==> config.mk <==
export PLATFORM = sky130hd
export DESIGN_NAME = crfb_ctrl
export DESIGN_NICKNAME = d
export VERILOG_FILES = /design/src/hdl/crfb_pkg.sv /design/src/hdl/crfb_ctrl.sv
export SDC_FILE = /design/constraint.sdc
export NUM_CORES = 1
export LEC_CHECK = 0
export BUFFER_PORTS_ARGS = -buffer_cell sky130_fd_sc_hd__buf_2
export CELL_PAD_IN_SITES_DETAIL_PLACEMENT = 0
export CELL_PAD_IN_SITES_GLOBAL_PLACEMENT = 1
export CORE_AREA = 2 2 39 41
export DETAILED_ROUTE_END_ITERATION = 10
export DIE_AREA = 0 0 41 43
export PLACE_DENSITY_LB_ADDON = 0.2
export SLEW_MARGIN = 15
export SYNTH_ARGS = -nofsm -noshare
export SYNTH_HDL_FRONTEND = slang
export SYNTH_SLANG_ARGS = --single-unit
==> constraint.sdc <==
create_clock -name i_clk -period 1.2 [get_ports i_clk]
set_clock_uncertainty 0.2 [all_clocks]
set_input_delay 0.18 -clock i_clk [delete_from_list [all_inputs] [get_ports i_clk]]
set_output_delay 0.18 -clock i_clk [all_outputs]
set_load 0.005 [all_outputs]
==> src/hdl/crfb_pkg.sv <==
// Shared types and constants for the circle raster frame buffer.
package crfb_pkg;

    localparam int CH_W      = 8;
    localparam int COORD_W   = 11;
    localparam int RAD_W     = 16;
    localparam int IDX_W     = 16;
    localparam int CFG_W     = 9;
    localparam int APB_W     = 32;
    localparam int PADDR_W   = 3;
    localparam int DX_W      = 12;
    localparam int DX2_W     = 22;
    localparam int D2_W      = 23;
    localparam int S_TDATA_W = 72;

    localparam int OFS_ACTION = 0;
    localparam int OFS_CX     = 2;
    localparam int OFS_CY     = 13;
    localparam int OFS_RADIUS = 24;
    localparam int OFS_FILLED = 40;
    localparam int OFS_CHAR   = 41;
    localparam int OFS_IDX    = 49;

    localparam logic [RAD_W-1:0] RADIUS_ONE = 16'd256;

    localparam logic [CFG_W-1:0] GRID_RESET = 9'd256;

    localparam logic REG_GRID_WIDTH  = 1'b0;
    localparam logic REG_GRID_HEIGHT = 1'b1;

    typedef enum logic [1:0] {
        ACT_CLEAR = 2'd0,
        ACT_DRAW  = 2'd1,
        ACT_READ  = 2'd2,
        ACT_NONE  = 2'd3
    } t_action;

    typedef enum logic [2:0] {
        ST_IDLE,
        ST_SETUP,
        ST_SWEEP,
        ST_DRAIN,
        ST_READ,
        ST_READ_WAIT
    } t_state;

    typedef struct packed {
        logic load;
        logic setup;
        logic step;
        logic out_load;
    } t_dp_cmd;

    typedef struct packed {
        logic last_cell;
        logic pipe_busy;
        logic out_free;
    } t_dp_stat;

endpackage

==> src/hdl/crfb_ctrl.sv <==
// Controller state machine: sequences clear, draw sweep and cell read.
module crfb_ctrl
    import crfb_pkg::*;
(
    input  logic       i_clk,
    input  logic       i_rst_n,
    input  logic       i_valid,
    input  logic [1:0] i_action,
    input  t_dp_stat   i_stat,
    output logic       o_ready,
    output t_dp_cmd    o_cmd
);

    t_state r_state;
    t_state n_state;

    always_ff @(posedge i_clk) begin
        if (!i_rst_n) begin
            r_state <= ST_IDLE;
        end else begin
            r_state <= n_state;
        end
    end

    always_comb begin
        n_state = r_state;
        unique case (r_state)
            ST_IDLE: begin
                if (i_valid) begin
                    unique case (t_action'(i_action))
                        ACT_CLEAR, ACT_DRAW: n_state = ST_SETUP;
                        ACT_READ:            n_state = ST_READ;
                        ACT_NONE:            n_state = ST_IDLE;
                    endcase
                end
            end
            ST_SETUP:     n_state = ST_SWEEP;
            ST_SWEEP: begin
                if (i_stat.last_cell) begin
                    n_state = ST_DRAIN;
                end
            end
            ST_DRAIN: begin
                if (!i_stat.pipe_busy) begin
                    n_state = ST_IDLE;
                end
            end
            ST_READ:      n_state = ST_READ_WAIT;
            ST_READ_WAIT: begin
                if (i_stat.out_free) begin
                    n_state = ST_IDLE;
                end
            end
            default:      n_state = ST_IDLE;
        endcase
    end

    always_comb begin
        o_ready = 1'b0;
        o_cmd   = '0;
        unique case (r_state)
            ST_IDLE: begin
                o_ready    = 1'b1;
                o_cmd.load = i_valid;
            end
            ST_SETUP:     o_cmd.setup    = 1'b1;
            ST_SWEEP:     o_cmd.step     = 1'b1;
            ST_DRAIN:     o_cmd          = '0;
            ST_READ:      o_cmd          = '0;
            ST_READ_WAIT: o_cmd.out_load = i_stat.out_free;
            default:      o_cmd          = '0;
        endcase
    end

endmodule

# --- Word level (Yosys, flattened, before mapping) ---
# Index checks and enable logic that the tools add are counted.
totals:
  reg_bits: 3
  latchBits: 0
  ram_bits: 0
  mem_bits_ro: 0
  n_memories: 0
classes:
  addsub: 0
  multipliers: 0
  div_mod_pow: 0
  order_cmp: 0
  n_eq_ne: 12
  shift: 0
  n_mux: 11
  n_bitwise: 0
  n_reduce_logical: 4
op_table:
  columns: ["cell", "n"]
  rows:
  - ["$pmux 3 s6", 1]
  - ["$mux 3", 4]
  - ["$pmux 3 s3", 1]
  - ["$ne 2x2->1 const B", 4]
  - ["$eq 3x2->1 const B", 2]
  - ["$eq 3x3->1 const B", 2]
  - ["$mux 1", 5]
  - ["$eq 2x2->1 const B", 2]
  - ["$reduce_and 4->1", 1]
  - ["$eq 3x1->1 const B", 1]
  - ["$logic_not 3->1", 1]
  - ["$eq 2x1->1 const B", 1]
  - ["$logic_not 2->1", 1]
  - ["$reduce_or 2->1", 1]

# --- Longest topological paths before layout ---
depth:
  ltp_word: 5
  depth_mapped: 4

# --- Least setup slack after synthesis ---
# Ideal clock, no wire load.
synth_timing:
  kind: "reg2reg"
  start: "reg r_state[0]"
  end: "reg r_state[2]"
  setup_ns: 0.104
  arrival_time_ns: 0.948
  required_ns: 0.896
  path_slack_ns: -0.052
  stages_incl_launch_ff: 5
  path_buffers: 1
  period_less_slack_ns: 1.252
  path_cell_list: "dfxtp_1 > buf_2 > and4bb_1 > nor2_1 > a2111oi_2"
synth_between:
  elab_chain_len: 3
  elab_cells_between_ends: 12
synth_lines:
  columns: ["item", "line", "source"]
  rows:
  - ["start, declared", "crfb_ctrl.sv:14", "t_state r_state;"]
  - ["start signal, assigned", "crfb_ctrl.sv:21", "r_state <= n_state;"]
  - ["$eq 3x2->1 (tied with other cells)", "crfb_ctrl.sv:27", "unique case (r_state)"]
  - ["$ne 2x2->1 (no line)", null, null]
  - ["$reduce_and 4->1 (no line)", null, null]
# Parallel ways exist; a longest one is shown, timed or not.
# A chain may end at the register's enable or synchronous reset.

==> flow_summary.yaml <==
setup_path:
  crit_chain: "nor3_2 -> and2_1 -> buf_2"
  worstSetupPathType: "flip-flop to output pin"
  slowest_stage: "dfxtp_4"
  cp_max_fo: 8
  crit_path_max_incr_delay_ns: 0.36
  cp-end-kind: "output pin"
  worstPathArrival_ns: 1.01
  worstPathRequired_ns: 0.82
  critPathLaunchType: "flip-flop"
synth:
  synthCells: 26
  async_flop_share: 0
  yosys.cell_types.count: 17
  synth_fp_nets: 34
  avgSynthCellArea_sq_um: 8.23
  yosysTopAreaCell: "dfxtp_1"
  synth.area.top_cells: "dfxtp_1, nor3b_1, buf_2, a2111oi_2, and4bb_1"
  ys_seq_elements: 3
  ys_seq_area_frac: 0.281
  yosys_warnings: 0
  synth-edff-count: 0
  synth-main-ff-cell: "dfxtp_1"
  synth_top_area_share: 0.281
  synthesis.area_sq_um: 214
placed_design:
  io_buffers: 12
  dpl.hpwl_microns: 422
  gp_congestion: 0.700
layout:
  layout_commonest_cell: "buf_2"
  fillCellCount: 157
  layout_common_cells: "buf_2, nor2_1, clkbuf_4, dfxtp_4"
  layout.nets: 52
  syn2layout_area_growth_pct: 70.2
  largest_reg_flops: 3
  reg_top3: "r_state x3"
  fin_util: 0.263
  antenna_cells: 0
  regMostFlops: "r_state"
  drive_gt1_frac: 0.581
clocking:
  numCtsBuffers: 3
  path_clk_slew_ns: 0.04
  worstSkewPairLatency_ns: 0.24
  cts_sinks: 3
  htreeDepth: 1
  cts_root_buf: "clkbuf_4"
  clock_path_buffers: 2
  cts_tree: "done"
timing:
  slew_headroom: 0.840
  drv_slew: 0
  final.setup.worst_slack_ns: -0.194
  min_period_ns: 1.39
  post-route-period-util: 1.16
  rsz0062_at_grt: "true"
  hold_viol_final: 1
  timing.fmax_mhz: 717
  hold_ws_ns: -0.0558
  setup_violations: 6
  worst_slew_pin_slew_ns: 0.240
  fin_tns_setup_ns: -0.685
routing:
  drc: 0
  drt_iter0_markers: 2
  antenna_left: 0
  routed_wl_microns: 658
  num_vias: 256
  drtPass1Iterations: 4
  avgViaCountPerCell: 4.34
  wl_per_cell_microns: 11.2
global_route:
  use_met3: 0.0157
  grt_pass1_vias: 266
  grt_start_max_net_pins: 11
  met2_usage: 0.131
  met1_usage: 0.103
  grt_pass1_wl_microns: 1060
  busiest_layer: "met2"
  grt-ovfl-total: 0
  track_usage: 0.0923
  antenna_found_initial: 0
power:
  p_leak_uw: 0.000167
  powerDensity_nw_per_um2: 1140
  vdd_ir_drop_max_v: 0.000270
status:
  status: "complete, but fails checks"
  violations: "hold timing, setup timing"
die:
  die_y_microns: 43
  core_area_sq_um: 1380
  initial_core_util: 0.155
  die_area_sq_um: 1760
  row_count: 14
  pin_count: 13
  die_w_microns: 41
hold_path:
  hp-class: "primary input to flip-flop"
run:
  drv_cap: 0
-- per-stage QoR --
| stage | instances | instance area, sq um | total power, uW | worst slack [ns] |
|---|---|---|---|---|
| after detailed placement | 51 | 284 | 206 | -0.0714 |
| final | 59 | 364 | 416 | -0.194 |
| after global routing | 59 | 364 | 443 | -0.233 |
| after CTS | 58 | 353 | 417 | -0.209 |
| after floorplan | 26 | 225 | 179 | 0.0240 |
| after global placement | 51 | 284 | 208 | -0.0756 |
-- area by class of cell --
type                       count  area, sq um  share of cell area
timing repair buffer          16         97.6               0.268
multi-input combinational     19          145               0.399
sequential                     3         71.3               0.196
inverter                       1         3.75              0.0103
tap                           16         20.0              0.0550
clock buffer                   4         26.3              0.0722
-- synthesized netlist by cell type, types with 2 or more instances --
cell type,number
nor3b_1,3
o21ai_0,2
dfxtp_1,3
nor2_1,3
buf_2,3
-- routing by layer --
metal | routed length [microns] | vias up
met5 | 0 | -
met4 | 20 | 0
met3 | 29 | 2
met2 | 337 | 9
met1 | 271 | 116
li1 | - | 129
-- cell families (layout without fill, tap and decap cells) --
| kind of cell | count (synthesis) | after routing | share of synthesized area |
|---|---|---|---|
| simple gates | 15 | 15 | 0.485 |
| compound gates | 4 | 4 | 0.146 |
| buf+inv | 4 | 21 | 0.0877 |
| flops | 3 | 3 | 0.281 |
-- what timing repair did --
action                     CTS  global route
setup endpoints to repair    7             7
gates resized for setup      9             3
hold endpoints to repair     1             1
pin swaps                    3             2
setup buffers                3             1
gates cloned                 0             0
-- power breakdown --
part	internal (uW)	total (uW)	switching, uW	leakage [uW]
clock network	125	187	61.8	0.0000150
registers	109	128	18.5	0.0000267
logic	62.3	101	38.9	0.000125
-- worst max-delay path: cells and delay by family, from the launching register on --
family	cells	cell delay [ns]
simple gates	2	0.31
buf+inv	1	0.10
flops	1	0.36
-- worst paths after layout --
| path | startpoint | end | slack [ns] | cells after the start |
|---|---|---|---|---|
| setup / recovery | r_state[1] | o_cmd[3] | -0.19 | 3 |
| hold / removal | i_stat[0] | r_state[2] | -0.06 | 2 |
| setup reg to reg | r_state[0] | r_state[2] | -0.06 | 4 |
| hold reg to reg | r_state[1] | r_state[0] | 0.38 | 2 |
No activity file was read; power rests on OpenSTA's default activity.
